[config.mk]
export PLATFORM = sky130hd
export DESIGN_NAME = atd_ctrl
export DESIGN_NICKNAME = d
export VERILOG_FILES = /design/src/design/atd_pkg.sv /design/src/design/atd_ctrl.sv
export SDC_FILE = /design/constraint.sdc
export NUM_CORES = 1
export LEC_CHECK = 0
export ABC_AREA = 1
export BUFFER_PORTS_ARGS = -buffer_cell sky130_fd_sc_hd__buf_4
export CAP_MARGIN = 20
export CORE_AREA = 5 5 42 44
export DETAILED_ROUTE_END_ITERATION = 8
export DIE_AREA = 0 0 47 49
export GPL_TIMING_DRIVEN = 0
export MAX_ROUTING_LAYER = met4
export PLACE_DENSITY = 0.83
export SKIP_CTS_REPAIR_TIMING = 1
export SYNTH_ARGS = -nofsm -noshare
export SYNTH_HDL_FRONTEND = slang
export SYNTH_SLANG_ARGS = --single-unit
[constraint.sdc]
create_clock -name clk -period 1.75 [get_ports clk]
set_input_delay 0.35 -clock clk [delete_from_list [all_inputs] [get_ports clk]]
set_output_delay 0.35 -clock clk [all_outputs]
set_load 0.1 [all_outputs]
[src/design/atd_pkg.sv]
package atd_pkg;

	// fixed field widths
	localparam int AXIS_W     = 16;
	localparam int TIME_W     = 32;
	localparam int IMPACT_W   = 16;
	localparam int ROOT_W     = 16;
	localparam int SUM_W      = 32;
	localparam int BASE_W     = 24;
	localparam int THR_W      = 10;
	localparam int COOL_W     = 16;
	localparam int CFG_IDX_W  = 2;
	localparam int CFG_DATA_W = 16;

	// parameter defaults
	localparam int COUNTS_PER_G_DEF = 4096;
	localparam int FRAC_DEF         = 8;

	// sequencer lengths
	localparam int SQ_STEPS   = 4;
	localparam int ROOT_STEPS = 16;
	localparam int CNT_W      = $clog2(ROOT_STEPS);

	// arithmetic constants
	localparam logic [BASE_W-1:0]   BASE_MAX    = '1;
	localparam logic [IMPACT_W-1:0] IMPACT_MAX  = '1;
	localparam logic [SUM_W-1:0]    ROOT_BIT0   = SUM_W'(1) << (SUM_W - 2);
	localparam logic [31:0]         RECIP5      = 32'hCCCC_CCCD;
	localparam int                  RECIP_SHIFT = 34;
	localparam int                  EMA_BIAS    = 10;

	// register reset values
	localparam logic              ENABLE_RST    = 1'b1;
	localparam logic [THR_W-1:0]  THRESHOLD_RST = THR_W'(50);
	localparam logic [COOL_W-1:0] COOLDOWN_RST  = COOL_W'(500);
	localparam logic              ACTION_RST    = 1'b1;

	typedef enum logic [CFG_IDX_W-1:0] {
		REG_ENABLE,
		REG_THRESHOLD,
		REG_COOLDOWN,
		REG_ACTION
	} reg_idx_t;

	typedef enum logic [1:0] {
		AXIS_X,
		AXIS_Y,
		AXIS_Z
	} axis_t;

	typedef struct packed {
		logic              enable;
		logic [THR_W-1:0]  threshold;
		logic [COOL_W-1:0] cooldown;
		logic              action_next;
	} cfg_t;

	typedef struct packed {
		logic  load;
		logic  acc_clr;
		logic  square;
		axis_t sq_idx;
		logic  accum;
		logic  root_step;
		logic  ema_mul;
		logic  ema_div;
		logic  impact;
		logic  scale;
		logic  finish;
	} cmd_t;

	typedef struct packed {
		logic skip;
	} status_t;

endpackage

[src/design/atd_ctrl.sv]
module atd_ctrl (
	input  logic               clk,
	input  logic               arst_n,
	input  logic               in_valid,
	output logic               in_ready,
	output logic               out_valid,
	input  logic               out_ready,
	input  atd_pkg::status_t   status,
	output atd_pkg::cmd_t      cmd
);

	typedef enum logic [2:0] {
		S_IDLE,
		S_SQ,
		S_ROOT,
		S_MUL,
		S_DIV,
		S_IMP,
		S_SCALE,
		S_FINISH
	} state_t;

	state_t                       state_q;
	logic [atd_pkg::CNT_W-1:0]    cnt_q;
	logic                         out_valid_q;
	logic                         fin_ok;

	assign in_ready  = (state_q == S_IDLE);
	assign out_valid = out_valid_q;
	// result register free, or being emptied this cycle
	assign fin_ok    = !out_valid_q || out_ready;

	// command decode
	always_comb begin
		cmd        = '0;
		cmd.sq_idx = atd_pkg::AXIS_X;
		unique case (state_q)
			S_IDLE:   cmd.load = in_valid;
			S_SQ: begin
				unique case (cnt_q[1:0])
					2'd0: begin
						cmd.acc_clr = 1'b1;
						cmd.square  = 1'b1;
						cmd.sq_idx  = atd_pkg::AXIS_X;
					end
					2'd1: begin
						cmd.accum  = 1'b1;
						cmd.square = 1'b1;
						cmd.sq_idx = atd_pkg::AXIS_Y;
					end
					2'd2: begin
						cmd.accum  = 1'b1;
						cmd.square = 1'b1;
						cmd.sq_idx = atd_pkg::AXIS_Z;
					end
					2'd3:     cmd.accum = 1'b1;
				endcase
			end
			S_ROOT:   cmd.root_step = 1'b1;
			S_MUL:    cmd.ema_mul   = 1'b1;
			S_DIV:    cmd.ema_div   = 1'b1;
			S_IMP:    cmd.impact    = 1'b1;
			S_SCALE:  cmd.scale     = 1'b1;
			S_FINISH: cmd.finish    = fin_ok;
		endcase
	end

	// sequencer
	always_ff @(posedge clk or negedge arst_n) begin
		if (!arst_n) begin
			state_q     <= S_IDLE;
			cnt_q       <= '0;
			out_valid_q <= 1'b0;
		end else begin
			// result flag: set on commit, cleared when the beat is taken
			if (state_q == S_FINISH && fin_ok) begin
				out_valid_q <= 1'b1;
			end else if (out_valid_q && out_ready) begin
				out_valid_q <= 1'b0;
			end
			unique case (state_q)
				S_IDLE: begin
					if (in_valid) begin
						cnt_q   <= '0;
						state_q <= status.skip ? S_FINISH : S_SQ;
					end
				end
				S_SQ: begin
					if (cnt_q == atd_pkg::CNT_W'(atd_pkg::SQ_STEPS - 1)) begin
						cnt_q   <= '0;
						state_q <= S_ROOT;
					end else begin
						cnt_q <= cnt_q + 1'b1;
					end
				end
				S_ROOT: begin
					if (cnt_q == atd_pkg::CNT_W'(atd_pkg::ROOT_STEPS - 1)) begin
						cnt_q   <= '0;
						state_q <= S_MUL;
					end else begin
						cnt_q <= cnt_q + 1'b1;
					end
				end
				S_MUL:   state_q <= S_DIV;
				S_DIV:   state_q <= S_IMP;
				S_IMP:   state_q <= S_SCALE;
				S_SCALE: state_q <= S_FINISH;
				S_FINISH: begin
					if (fin_ok) begin
						state_q <= S_IDLE;
					end
				end
			endcase
		end
	end

endmodule

==> After elaboration in Yosys (flattened, before gate mapping) <==
Cells that the tools add are included.
{ "word_totals": {"output_inout_bits": 14, "ff_bits": 8, "in_bits": 5, "word_cells": 54} }
{ "op_classes": {"n_reduce_logical": 11, "mux": 23, "eq_ne": 16, "addsub": 1} }
{ "ops": {"columns": ["op", "n"], "rows": [
  ["$pmux W3 S8", 1],
  ["$mux W3", 5],
  ["$eq A3 B3 Y1 const B", 4],
  ["$mux W4", 3],
  ["$pmux W4 S3", 1],
  ["$mux W1", 11],
  ["$pmux W3 S3", 1],
  ["$ne A2 B2 Y1 const B", 4],
  ["$eq A3 B2 Y1 const B", 2],
  ["$mux W5", 1],
  ["$add A4 B1 Y4 const B", 1],
  ["$eq A2 B2 Y1 const B", 2],
  ["$eq A4 B2 Y1 const B", 1],
  ["$eq A4 B4 Y1 const B", 1],
  ["$reduce_and A4 Y1", 1],
  ["$eq A3 B1 Y1 const B", 1],
  ["$logic_not A3 Y1", 1],
  ["$reduce_bool A3 Y1", 1],
  ["$reduce_or A3 Y1", 1],
  ["$eq A2 B1 Y1 const B", 1],
  ["$logic_and A1 B1 Y1", 2],
  ["$logic_not A2 Y1", 1],
  ["$reduce_and A2 Y1", 1],
  ["$reduce_bool A2 Y1", 1],
  ["other kinds (2)", 2]
]} }

==> Depth between registers and ports, before layout <==
{ "depth": {"ltp_word": 4, "ltp_mapped": 8} }

==> Worst setup path before layout <==
No wires, ideal clock.
{ "synth_timing": {"path_kind": "reg-to-output", "from": "register state_q[0]", "to": "output cmd[11] (netlist name)", "n_path_buf": 1, "setup_slack_ns": -1.304, "path_stages_with_launch": 5, "t_arrival_ns": 2.704, "path_cell_list": "dfrtp_1 buf_4 inv_2 nand2_1 nor3_1"} }
{ "synth_rtl": {"columns": ["item", "line", "rtl"], "rows": [
  ["start, declared", "atd_ctrl.sv:23", "state_t state_q;"],
  ["start signal, assigned", "atd_ctrl.sv:85", "state_q <= status.skip ? S_FINISH : S_SQ;"],
  ["end, declared", "atd_ctrl.sv:9", "output atd_pkg::cmd_t cmd"]
]} }

==> flow_summary.toml <==
[floorplan]
dieHeight_um = 49
core-area_mm2 = 0.00140
die_w_um = 47
dieArea_mm2 = 0.00230
io_pins = 19
start_util_pct = 47.9
num_rows = 14

[worst_setup_path]
critPathLaunchType = "flop"
reg2reg_from = "cnt_q[1]"
required_ps = 1400
path_max_fanout = 8
r2r_cells = 7
rrSetupSlack_ps = 340
critPathArrivalTime_ps = 1370
cp-end-kind = "primary output"
crit_chain = "inv_6 -> nand3_4 -> nor2_4 -> buf_8"
worstSetupPathType = "reg -> out"
r2r_end = "state_q[1]"
max_stage_delay_ps = 460
slowest_stage = "dfrtp_2"

[clock_tree]
cts_root_buf = "clkbuf_4"
cts_buffers = 3
cts_sinks = 8
htreeDepth = 1
insertion_delay_ps = 250
clockBufferDepth = 2
clkSlewWorstSetupHoldPaths_ps = 60
cts_tree = "built"

[outcome]
status = "complete, no violations"

[final_layout]
nets = 132
instances_no_fill = 137
nFillCells = 96
fin_util_pct = 76.5
layout-drive-gt1-share_pct = 43.0
diodes = 0
area_growth_pct = 59.6

[logic_synthesis]
synth_top_area_share_pct = 29.8
ys_warn_count = 0
synthCells = 96
synth_top_area_cell = "dfrtp_1"
syn_area_per_cell_um2 = 7.00
async_flop_share_pct = 100
syn_nets = 106
synth-edff-count = 0
synth_commonest_cells = "20 x nand2_1, 19 x nor2_1, 11 x inv_1, 8 x dfrtp_1, 8 x nand3_1"
ys.flop_type = "dfrtp_1"
synth.area.top_cells = "dfrtp_1 30%, nand2_1 11%, nor2_1 11%"
netlist_area_um2 = 672
synth.most_common_cell = "nand2_1"
synth_cell_types = 21
ys_seq_area_share_pct = 29.8
ys_seq_elements = 8

[placed_design]
hpwl_mm = 1.18
placed_cells = 130
portBuffers = 18
place_congestion = 0.795
post-place-ws_ps = 143

[sta]
hold_ws_ps = 311
finalWorstSetupSlack_ps = 34.0
finalHoldViolations = 0
skew_ps = 10.0
setup_viol = 0
fmax_mhz = 583
finalMaxSlewViolations = 0
max_slew_margin_pct = 80.6
fin_crit_sh_pct = 98.1
tightest_slew_ps = 291
rsz0062_at_grt = "yes"
period_minus_slack_ps = 1720

[routing]
drt-total-wl_mm = 1.52
routedWlPerCell_um = 11.1
viasPerCell = 4.90
drtAntennaViolNets = 0
drt_pass1_iterations = 4
route.detailed.drc = 0
first_iter_violations = 5
num_vias = 671

[worst_hold_path]
min_to = "out_valid"
holdPathStages = 2
hp-start = "out_ready"
min_path_type = "in -> reg"

[global_route]
grt-ovfl-total = 0
grt_max_degree = 9
grt.total_usage_pct = 13.9
grt_pass1_wl_mm = 2.39
grt_pass1_vias = 612
grt_antenna_before_repair = 0

[flow_run]
cap_violations = 0
==> final cells by class <==
class	count	area, um^2	share of cell area [%]
plain buffers	1	11.3	1.05
clock buffers	4	26.3	2.45
inverters	15	66.3	6.18
multi-input cells	72	500	46.7
flip-flops and latches	8	203	18.9
well taps	16	20.0	1.87
repair buffers	21	245	22.9
==> how the worst max path moves through the flow <==
stage | start | endpoint | slack [ps] | cells past startpoint
global route | state_q[2] | cmd[10] | -30 | 4
CTS | state_q[2] | cmd[6] | -130 | 4
global placement | state_q[2] | cmd[8] | 180 | 4
floorplan | state_q[0] | cmd[3] | -150 | 4
detailed placement | state_q[2] | cmd[6] | 140 | 4
finish | state_q[2] | cmd[9] | 30 | 4
==> layout by cell type, fill, tap and decap left out, drive strengths merged, types with 4 or more instances in the layout <==
| master | n |
|---|---|
| inv | 15 |
| clkbuf | 4 |
| buf | 21 |
| nor2 | 22 |
| nand2 | 22 |
| dfrtp | 8 |
| ha | 5 |
| o21ai | 4 |
| nand3 | 11 |
==> worst max-delay path: cells and delay by family (launching register included) <==
kind | cells | cell delay [ps]
DFF | 1 | 460
buffers and inverters | 2 | 340
and+or+nand+nor | 2 | 300
==> per-layer routing <==
metal	up-vias	wire, um	GRT usage (%)
li1	349	-	-
met1	303	635	17.0
met2	13	801	22.6
met3	6	52	1.11
met4	0	31	5.53
met5	-	0	-
==> cell families (layout without fill, tap and decap cells) <==
kind of cell,count (synthesis),in the layout,synth area share [%]
DFF,8,8,29.8
buffers and inverters,16,41,9.87
and+or+nand+nor,57,57,41.7
adders and majority gates,5,5,9.31
xor gates and xnor gates,2,2,2.61
AOI/OAI and AO/OA,8,8,6.70
==> flip-flops by register name, summed over array words and instances (netlist names) <==
register,count
cnt_q,4
state_q,3
out_valid,1
==> through the flow <==
step / TNS [ps] / instance area, um^2
finish: 0 / 1070
global route: -99.9 / 1070
global placement: 0 / 913
floorplan: -337 / 758
detailed placement: 0 / 913
CTS: -1010 / 940
Power is left out: the tool's default activity adds up to more than one toggle a clock period on the data nets, which glitch-free logic cannot reach.
