### config.mk
export PLATFORM = sky130hd
export DESIGN_NAME = atd_cfg_flat
export DESIGN_NICKNAME = d
export VERILOG_FILES = /design/src/design/atd_pkg.sv /design/src/design/atd_ifs.sv /design/src/design/atd_cfg.sv /design/src/flat_wrapper.sv
export SDC_FILE = /design/constraint.sdc
export NUM_CORES = 1
export LEC_CHECK = 0
export BUFFER_PORTS_ARGS = -buffer_cell sky130_fd_sc_hd__buf_2
export CAP_MARGIN = 20
export CELL_PAD_IN_SITES_DETAIL_PLACEMENT = 0
export CELL_PAD_IN_SITES_GLOBAL_PLACEMENT = 1
export CORE_MARGIN = 5
export CORE_UTILIZATION = 36
export CTS_CLUSTER_DIAMETER = 60
export DETAILED_ROUTE_END_ITERATION = 10
export GPL_TIMING_DRIVEN = 1
export PLACE_DENSITY = 0.75
export SYNTH_ARGS = -nofsm -noshare
export SYNTH_HDL_FRONTEND = slang
export SYNTH_SLANG_ARGS = --single-unit
### constraint.sdc
create_clock -name clk -period 0.8 [get_ports clk]
set_input_delay 0.24 -clock clk [delete_from_list [all_inputs] [get_ports clk]]
set_output_delay 0.24 -clock clk [all_outputs]
set_load 0.01 [all_outputs]
### src/design/atd_pkg.sv
package atd_pkg;

	// fixed field widths
	localparam int AXIS_W     = 16;
	localparam int TIME_W     = 32;
	localparam int IMPACT_W   = 16;
	localparam int ROOT_W     = 16;
	localparam int SUM_W      = 32;
	localparam int BASE_W     = 24;
	localparam int THR_W      = 10;
	localparam int COOL_W     = 16;
	localparam int CFG_IDX_W  = 2;
	localparam int CFG_DATA_W = 16;

	// parameter defaults
	localparam int COUNTS_PER_G_DEF = 4096;
	localparam int FRAC_DEF         = 8;

	// sequencer lengths
	localparam int SQ_STEPS   = 4;
	localparam int ROOT_STEPS = 16;
	localparam int CNT_W      = $clog2(ROOT_STEPS);

	// arithmetic constants
	localparam logic [BASE_W-1:0]   BASE_MAX    = '1;
	localparam logic [IMPACT_W-1:0] IMPACT_MAX  = '1;
	localparam logic [SUM_W-1:0]    ROOT_BIT0   = SUM_W'(1) << (SUM_W - 2);
	localparam logic [31:0]         RECIP5      = 32'hCCCC_CCCD;
	localparam int                  RECIP_SHIFT = 34;
	localparam int                  EMA_BIAS    = 10;

	// register reset values
	localparam logic              ENABLE_RST    = 1'b1;
	localparam logic [THR_W-1:0]  THRESHOLD_RST = THR_W'(50);
	localparam logic [COOL_W-1:0] COOLDOWN_RST  = COOL_W'(500);
	localparam logic              ACTION_RST    = 1'b1;

	typedef enum logic [CFG_IDX_W-1:0] {
		REG_ENABLE,
		REG_THRESHOLD,
		REG_COOLDOWN,
		REG_ACTION
	} reg_idx_t;

	typedef enum logic [1:0] {
		AXIS_X,
		AXIS_Y,
		AXIS_Z
	} axis_t;

	typedef struct packed {
		logic              enable;
		logic [THR_W-1:0]  threshold;
		logic [COOL_W-1:0] cooldown;
		logic              action_next;
	} cfg_t;

	typedef struct packed {
		logic  load;
		logic  acc_clr;
		logic  square;
		axis_t sq_idx;
		logic  accum;
		logic  root_step;
		logic  ema_mul;
		logic  ema_div;
		logic  impact;
		logic  scale;
		logic  finish;
	} cmd_t;

	typedef struct packed {
		logic skip;
	} status_t;

endpackage

### src/design/atd_ifs.sv


// register write channel
interface atd_cfg_if;
	logic                              valid;
	logic                              ready;
	logic [atd_pkg::CFG_IDX_W-1:0]     index;
	logic [atd_pkg::CFG_DATA_W-1:0]    data;

	modport source (output valid, index, data, input ready);
	modport sink   (input valid, index, data, output ready);
endinterface

### src/design/atd_cfg.sv
module atd_cfg (
	input  logic            clk,
	input  logic            arst_n,
	atd_cfg_if.sink         cfg,
	output atd_pkg::cfg_t   regs
);

	atd_pkg::cfg_t regs_q;

	// always ready, writes are registered
	assign cfg.ready = 1'b1;
	assign regs      = regs_q;

	always_ff @(posedge clk or negedge arst_n) begin
		if (!arst_n) begin
			regs_q.enable      <= atd_pkg::ENABLE_RST;
			regs_q.threshold   <= atd_pkg::THRESHOLD_RST;
			regs_q.cooldown    <= atd_pkg::COOLDOWN_RST;
			regs_q.action_next <= atd_pkg::ACTION_RST;
		end else if (cfg.valid) begin
			unique case (atd_pkg::reg_idx_t'(cfg.index))
				atd_pkg::REG_ENABLE:    regs_q.enable      <= cfg.data[0];
				atd_pkg::REG_THRESHOLD: regs_q.threshold   <= cfg.data[atd_pkg::THR_W-1:0];
				atd_pkg::REG_COOLDOWN:  regs_q.cooldown    <= cfg.data[atd_pkg::COOL_W-1:0];
				atd_pkg::REG_ACTION:    regs_q.action_next <= cfg.data[0];
			endcase
		end
	end

endmodule

### src/flat_wrapper.sv
// flat-port wrapper written by rule: the top's interface ports become plain ports
module atd_cfg_flat 
  (clk, arst_n, regs, cfg_valid, cfg_index, cfg_data, cfg_ready);
  atd_cfg_if cfg_i ();
  input  logic clk;
  input  logic arst_n;
  output atd_pkg::cfg_t regs;
  input wire logic [$bits(cfg_i.valid)-1:0] cfg_valid;
  input wire logic [$bits(cfg_i.index)-1:0] cfg_index;
  input wire logic [$bits(cfg_i.data)-1:0] cfg_data;
  output wire logic [$bits(cfg_i.ready)-1:0] cfg_ready;
  assign cfg_i.valid = cfg_valid;
  assign cfg_i.index = cfg_index;
  assign cfg_i.data = cfg_data;
  assign cfg_ready = cfg_i.ready;
  atd_cfg u_core (.clk(clk), .arst_n(arst_n), .cfg(cfg_i), .regs(regs));
endmodule
Yosys cells after proc, flatten, opt, wreduce, memory -nomap -nowiden
Cells that the tools add are included.
{ "word_totals": {"regBits": 28, "output_inout_bits": 29, "elab_cells": 12} }
{ "op_classes": {"n_eq_ne": 3, "n_reduce_logical": 5} }
{ "op_table": {"columns": ["op", "n"], "rows": [
  ["AND reduction 2 bit", 4],
  ["equality test 2 bit (second input constant)", 2],
  ["equality test 2 x 1 -> 1 bit (second input constant)", 1],
  ["zero test 2 bit", 1]
]} }

Logic depth before layout (Yosys ltp)
Gate-level depths: netlist of the first run.
{ "depth": {"word_depth": 2, "depth_mapped": 3, "depth_no_buf": 2} }

Worst setup path after synthesis of the first run
Ideal clock, no wire load.
{ "synth_timing": {"path_kind": "input-to-reg", "startpoint": "input cfg_index[0]", "endpoint": "register u_core.regs_q, in the netlist u_core.regs[10]", "setup_time_ns": 0.125, "arrival_ns": 0.876, "t_required_ns": 0.675, "path_slack_ns": -0.201, "cell_stages": 3, "cell_sequence": "nand3b_4 -> buf_6 -> mux2_4"} }
{ "synth_between": {"elab_chain_cells": 2} }
{ "synth_rtl": {"columns": ["element", "line_no", "source"], "rows": [
  ["start: declaration", "flat_wrapper.sv:9", "input wire logic [$bits(cfg_i.index)-1:0] cfg_index;"],
  ["equality test 2 bit", "atd_cfg.sv:21", "unique case (atd_pkg::reg_idx_t'(cfg.index))"],
  ["AND reduction 2 bit (no line)", null, null],
  ["end: declaration", "atd_cfg.sv:8", "atd_pkg::cfg_t regs_q;"]
]} }
Every way passes these cells.
A chain may end at the register's enable or synchronous reset.

Worst setup path after layout of the first run
{ "layout_timing": {"startpoint": "register u_core.regs_q, in the netlist u_core.regs[22]", "endpoint": "output regs[22] (netlist name)"} }
{ "layout_lines": {"columns": ["element", "line_no", "source"], "rows": [
  ["end: declaration", "flat_wrapper.sv:7", "output atd_pkg::cfg_t regs;"]
]} }
No word-level cell between the ends.

==> PnR_summary.wiki, run 1 <==
{| class="wikitable"
! Metric !! Value
|-
| Quantity of I/O buffers inserted on ports || 48
|-
| Count of TritonRoute iterations in the first routing pass || 2
|-
| Worst-skew pair later-pin latency || 0.33 ns
|-
| Number of buffers added by the clock tree synthesis step || 3
|-
| Gpl congestion || roughly 0.65
|-
| WL final || 2580 um
|-
| TritonCTS clock tree || done
|-
| Met1 Usage GRT || between 10% and 20%
|-
| Combined area of the multi-input logic cells || 423 um^2
|-
| Cell family with most CP delay || flip-flops
|-
| First-pass GRT wire length || around 4000 um
|-
| Synthesized cell area || about 1100 um^2
|-
| Endpoint kind of the worst setup timing path || primary output
|-
| Worst hold path type || primary input to flop
|-
| Setup WS post-layout || -0.445 ns
|-
| Result of the run || finished, violations left
|-
| Cell Pwr Density || around 2300 nW/um^2
|-
| Width of the die || between 60 and 70 um
|-
| Area post-placement || between 1500 and 2000 um^2
|-
| Total number of placement rows || 20
|-
| List of cells traversed by the critical path || buf_6
|-
| Floorplan die height || roughly 66 um
|-
| Post-route DRC violation count || 0
|-
| Crit-path slowest cell || sky130_fd_sc_hd__dfstp_2
|-
| GR met2 Demand/Resource || approximately a fifth
|-
| Floorplan die area || 4400 um^2
|-
| Global routing met3 resource utilization || 3.74%
|-
| Number of failing setup endpoints in the final timing report || 34
|-
| Iter 0 DRT Violations || 5
|-
| Startpoint Class || flop
|-
| H-tree depth || 1
|-
| Worst VDD drop || about 1200 uV
|-
| Final period demand of the worst path || roughly 1.2 ns
|-
| Initial cell density of the core || 37.4%
|-
| Share of the clock period used by the worst path after layout || 156%
|-
| Critical path's largest stage delay || 0.58 ns
|-
| DR vias || 769
|-
| Top cells by area in the synthesized netlist || sky130_fd_sc_hd__dfrtp_1, sky130_fd_sc_hd__dfstp_2, sky130_fd_sc_hd__mux2_2, sky130_fd_sc_hd__mux2_4, sky130_fd_sc_hd__buf_6
|-
| CTS clk-pin slew, worst paths || 0.15 ns
|-
| Largest net degree at the start of global routing || 29
|-
| Drt via density || roughly 4.4
|-
| Critical path peak fanout || 2
|-
| Post-synthesis register bit count || 28
|-
| Count of buffering cells on the critical path with inverters included || 1
|-
| Number of nets still failing antenna checks after routing || 0
|-
| Detailed Place HPWL || about 1900 um
|-
| Area of the placeable core || roughly 3000 um^2
|-
| Maximum root-to-sink buffer count || 2
|-
| Total grt overflow || 0
|-
| Slew Viols, Final || 0
|-
| Library cell with the largest summed area after synthesis || sky130_fd_sc_hd__dfrtp_1
|-
| Flip-flop count of the largest register, all copies and words added || 28
|-
| Share of the synthesized area in the top cell type || between 30% and 40%
|-
| Core Util, Final || 58.2%
|-
| Register area share after synthesis || between 60% and 70%
|-
| Max-Cap Viols || 0
|-
| Number of antenna violations at the first check in global routing || 0
|-
| Critical Path RT || roughly 0.56 ns
|-
| Cells after synthesis || 64
|-
| Final worst clock skew || 0 ns
|-
| Tightest hold margin || around 0.13 ns
|-
| Area occupied by registers || slightly above 700 um^2
|-
| Num ports || 50
|-
| Diode insertion count for antenna repair || 0
|-
| Unrepaired setup endpoints after global routing || yes
|-
| Hold Fails Final Rpt || 0
|-
| Mean post-synth cell area || 17.8 um^2
|-
| Filler instances || between 200 and 300
|-
| Layer with the highest usage after global routing || met2
|-
| Total routing usage reported by global routing || between 10% and 20%
|-
| Arrival time at the worst endpoint || roughly 1 ns
|-
| Number of distinct library cells after synthesis || 11
|-
| Routed wire length per instance || around 15 um
|-
| Area growth from synthesis to layout || 55.7%
|-
| Synth warn || 0
|-
| Ratio of cells with drive above 1 in the final layout || between 80 and 90%
|-
| Nets in the synthesized netlist || 85
|-
| Post-Layout Inst Area || approximately 1800 um^2
|-
| Via count of the first global-routing pass || 886
|-
| Violations in the final reports || setup timing
|-
| Setup TNS || -10.56 ns
|-
| Leak pwr || between 0.8 and 0.9 nW
|-
| Startpoint-to-endpoint class of the critical path || flop to primary output
|-
| CTS root buf || sky130_fd_sc_hd__clkbuf_4
|-
| # clock sinks || 28
|-
| Setup slack at placement || -0.343 ns
|-
| Upper clock frequency limit || between 0.8 and 0.9 GHz
|-
| Net count of the finished layout || between 150 and 200
|}
[metal layers]
metal	vias up	wire length, um
met4	0	0
met1	374	1150
met2	38	1190
li1	357	-
met3	0	242
met5	-	0
[power by group]
group / switching, mW / total [mW] / internal (mW)
sequential: 0.173 / 1.94 / 1.76
combinational: 0.445 / 1.27 / 0.828
clock: 0.418 / 0.925 / 0.507
total: 1.04 / 4.13 / 3.10
[logic make-up after synthesis]
| logic type | synth area share [%] |
|---|---|
| muxes | 30.9 |
| DFF | 62.6 |
| and+or+nand+nor | 3.51 |
| buffers and inverters | 2.63 |
| other | 0.329 |
[cell usage in the layout, fill, tap and decap left out]
cell type	netlist	layout
sky130_fd_sc_hd__buf_12	0	4
sky130_fd_sc_hd__dfrtp_1	17	17
sky130_fd_sc_hd__mux2_2	18	14
sky130_fd_sc_hd__buf_2	0	32
sky130_fd_sc_hd__nand3b_1	1	1
sky130_fd_sc_hd__mux2_4	10	14
sky130_fd_sc_hd__dlygate4sd3_1	0	1
sky130_fd_sc_hd__buf_6	2	21
sky130_fd_sc_hd__conb_1	1	1
sky130_fd_sc_hd__dfstp_2	11	11
sky130_fd_sc_hd__nand3b_4	1	1
sky130_fd_sc_hd__nand3_1	1	1
sky130_fd_sc_hd__clkbuf_4	0	3
sky130_fd_sc_hd__nor3b_4	0	1
sky130_fd_sc_hd__buf_4	1	6
sky130_fd_sc_hd__bufinv_16	0	1
[final cells by class]
class	instances	share of cell area, %
Sequential cell	28	40.2
Clock inverter	1	1.69
Tap cell	44	3.10
Multi-Input combinational cell	33	23.8
Clock buffer	3	1.27
Timing Repair Buffer	64	29.9
[worst paths after layout]
check / startpoint / to / slack, ns / depth (start not counted)
max: u_core.regs[22] / regs[22] / -0.45 / 1
min: cfg_data[11] / u_core.regs[12] / 0.13 / 2
max reg2reg: u_core.regs[7] / u_core.regs[7] / -0.11 / 3
min reg2reg: u_core.regs[4] / u_core.regs[4] / 0.52 / 1
max in group asynchronous: arst_n / u_core.regs[5] / 0.20 / 3
min in group asynchronous: arst_n / u_core.regs[14] / 0.36 / 3
[cells in the mapped netlist]
master	number
sky130_fd_sc_hd__buf_4	1
sky130_fd_sc_hd__buf_6	2
sky130_fd_sc_hd__conb_1	1
sky130_fd_sc_hd__dfrtp_1	17
sky130_fd_sc_hd__dfstp_2	11
sky130_fd_sc_hd__mux2_2	18
sky130_fd_sc_hd__mux2_4	10
sky130_fd_sc_hd__nand3_1	1
sky130_fd_sc_hd__nand3b_1	1
sky130_fd_sc_hd__nand3b_4	1
sky130_fd_sc_hd__nor3b_1	1
[per-stage QoR]
| step | std cells | total power [mW] |
|---|---|---|
| 2_1_floorplan | 64 | 2.40 |
| 4_1_cts | 172 | 4.06 |
| 6_report | 173 | 4.13 |
| 5_1_grt | 173 | 4.34 |
| 3_5_place_dp | 162 | 2.90 |
| 3_3_place_gp | 162 | 2.87 |
[what timing repair did]
action                                 CTS  global route
hold buffers                             1             0
endpoints found under the hold margin   17             0
gates resized for setup                 12            14
setup endpoints to repair               29            36
setup buffers                            5             3
Note: power is estimated with default switching activity, not from simulation.
==> inputs of run 2 (changes only) <==
Settings changed: TNS_END_PERCENT set to 10.
==> run 2 against run 1 <==
Against the previous run: the run still ends with setup timing left; clock skew stayed put; sequential power about the same; sequential share of layout area up 3.5 points; clock power decreased by 2%; hold slack gained 0.0011 ns; global-route usage decreased by 1.0 points; die area unchanged; sequential cell count stayed put; non-clock buffer count is 8 lower; critical endpoint is now regs[7]; highest routed layer unchanged.
==> PnR_summary.wiki, run 2 (same netlist as run 1, synthesis figures left out) <==
{| class="wikitable"
! Metric !! Value
|-
| Worst-skew pair later-pin latency || 0.32 ns (about the same)
|-
| Iter 0 DRT Violations || 17 (+12)
|-
| Count of cells along the worst register-to-register path || 2 (-1)
|-
| Detailed Place HPWL || 1750 um (-7.9%)
|-
| Total grt overflow || 0 (unchanged)
|-
| DR vias || 734 (-4.6%)
|-
| Share of the clock period used by the worst path after layout || 155% (-0.75 points)
|-
| Reg2Reg Launch Point || u_core.regs[6]
|-
| Floorplan die area || 4400 um^2 (unchanged)
|-
| Startpoint of the worst setup timing path || u_core.regs[7]
|-
| Gpl congestion || 0.682 (+5.0%)
|-
| Worst hold path type || primary input to flop
|-
| Critical path peak fanout || 2 (unchanged)
|-
| Cell family with most CP delay || flip-flops
|-
| Post-route DRC violation count || 0 (unchanged)
|-
| Core Util, Final || 53.5% (-4.7 points)
|-
| WL final || 2330 um (-9.7%)
|-
| Worst hold path startpoint || cfg_data[14]
|-
| Number of failing setup endpoints in the final timing report || 30 (-12%)
|-
| Hold Fails Final Rpt || 0 (unchanged)
|-
| Diode insertion count for antenna repair || 0 (unchanged)
|-
| Count of TritonRoute iterations in the first routing pass || 2 (unchanged)
|-
| Net count of the finished layout || 143 (-5.3%)
|-
| Drt via density || 4.45 (about the same)
|-
| Total number of placement rows || 20 (unchanged)
|-
| Reg-to-reg critical path endpoint || u_core.regs[6]
|-
| Critical Path RT || 0.56 ns (about the same)
|-
| Cell Pwr Density || 2380 nW/um^2 (+2.4%)
|-
| Filler instances || 278 (+2.2%)
|-
| Endpoint kind of the worst setup timing path || primary output
|-
| Arrival time at the worst endpoint || 1.00 ns (about the same)
|-
| Total routing usage reported by global routing || 11.0% (-1.0 points)
|-
| Depth of the worst hold-timing path || 2 (unchanged)
|-
| CTS clk-pin slew, worst paths || 0.15 ns (about the same)
|-
| Number of buffers added by the clock tree synthesis step || 3 (unchanged)
|-
| Ratio of cells with drive above 1 in the final layout || 81.8% (-1.9 points)
|-
| Final worst clock skew || 0 ns (unchanged)
|-
| # clock sinks || 28 (unchanged)
|-
| Width of the die || 66.3 um (unchanged)
|-
| Result of the run || finished, violations left
|-
| CTS root buf || sky130_fd_sc_hd__clkbuf_4
|-
| Max-Cap Viols || 0 (unchanged)
|-
| Setup WS post-layout || -0.439 ns (+0.00602 ns)
|-
| Count of buffering cells on the critical path with inverters included || 1 (unchanged)
|-
| Maximum root-to-sink buffer count || 2 (unchanged)
|-
| Quantity of I/O buffers inserted on ports || 48 (unchanged)
|-
| Startpoint Class || flop
|-
| Leak pwr || 0.806 nW (-9.1%)
|-
| Largest net degree at the start of global routing || 29 (unchanged)
|-
| Number of antenna violations at the first check in global routing || 0 (unchanged)
|-
| Most common cell after layout, fill and taps aside || sky130_fd_sc_hd__buf_2
|-
| Startpoint-to-endpoint class of the critical path || flop to primary output
|-
| Slew Viols, Final || 0 (unchanged)
|-
| First-pass GRT wire length || 3700 um (-10%)
|-
| Unrepaired setup endpoints after global routing || yes
|-
| Final period demand of the worst path || 1.24 ns (-0.00602 ns)
|-
| Floorplan die height || 66.3 um (unchanged)
|-
| H-tree depth || 1 (unchanged)
|-
| Initial cell density of the core || 37.4% (unchanged)
|-
| Upper clock frequency limit || 0.807 GHz (+0.49%)
|-
| Minimum setup slack among reg-to-reg paths || -0.03 ns (+0.08 ns)
|-
| TritonCTS clock tree || done
|-
| Area growth from synthesis to layout || 43.2%
|-
| Number of nets still failing antenna checks after routing || 0 (unchanged)
|-
| Num ports || 50 (unchanged)
|-
| Flip-flop count of the largest register, all copies and words added || 28 (unchanged)
|-
| Crit-path slowest cell || sky130_fd_sc_hd__dfstp_2
|-
| Area of the placeable core || 3050 um^2 (unchanged)
|-
| Via count of the first global-routing pass || 812 (-8.4%)
|-
| Routed wire length per instance || 14.1 um (-5.3%)
|-
| List of cells traversed by the critical path || buf_6
|-
| Critical path's largest stage delay || 0.57 ns (about the same)
|-
| Sink of the worst hold path || u_core.regs[15]
|-
| Worst VDD drop || 1840 uV (+50%)
|-
| Most frequent cells in the layout || sky130_fd_sc_hd__buf_2, sky130_fd_sc_hd__mux2_2, sky130_fd_sc_hd__dfrtp_1
|-
| Setup slack at placement || -0.359 ns (-0.0152 ns)
|-
| Violations in the final reports || setup timing
|}
run 2: timing repair:
item	CTS	global route
setup buffers	0	1
endpoints found under the setup margin	28	32
gates resized for setup	12	0
hold endpoints to repair	17	0
hold buffers	1	0
run 2: how the worst max path moves through the flow:
stage	end	slack (ns)	cells after the start
after floorplan	u_core.regs[10]	-0.20	3
after global placement	u_core.regs[23]	-0.34	4
after detailed placement	u_core.regs[23]	-0.36	4
after CTS	regs[8]	-0.45	1
after global routing	regs[7]	-0.49	1
final	regs[7]	-0.44	1
run 2: per-stage QoR:
stage / power, mW / area [um^2] / hold WS (ns) / cells / TNS (ns)
2_1_floorplan: 2.39 / 1140 / -0.0556 / 64 / -3.11
3_3_place_gp: 2.82 / 1490 / 0.196 / 159 / -8.90
3_5_place_dp: 2.85 / 1490 / 0.197 / 159 / -9.47
4_1_cts: 3.93 / 1630 / 0.126 / 164 / -10.28
5_1_grt: 4.10 / 1630 / 0.117 / 165 / -11.34
6_report: 3.89 / 1630 / 0.133 / 165 / -9.93
run 2: per-layer routing:
layer	vias to the layer above	wire length [um]	GRT usage, %
met1	356	1010	13.7
li1	336	-	-
met2	42	1030	17.8
met4	0	0	0.761
met3	0	285	5.44
met5	-	0	0
run 2: area by class of cell:
type / count / area, um^2 / share of cell area [%]
clock buffers: 3 / 22.5 / 1.38
clock inverters: 1 / 30.0 / 1.84
multi-input cells: 33 / 397 / 24.3
flip-flops and latches: 28 / 714 / 43.7
well taps: 44 / 55.1 / 3.37
repair buffers: 56 / 415 / 25.4
run 2: power by group:
part	switching, mW	total (mW)	internal, mW
combinational	0.407	1.07	0.660
clock	0.401	0.908	0.507
sequential	0.155	1.92	1.76
total	0.963	3.89	2.93
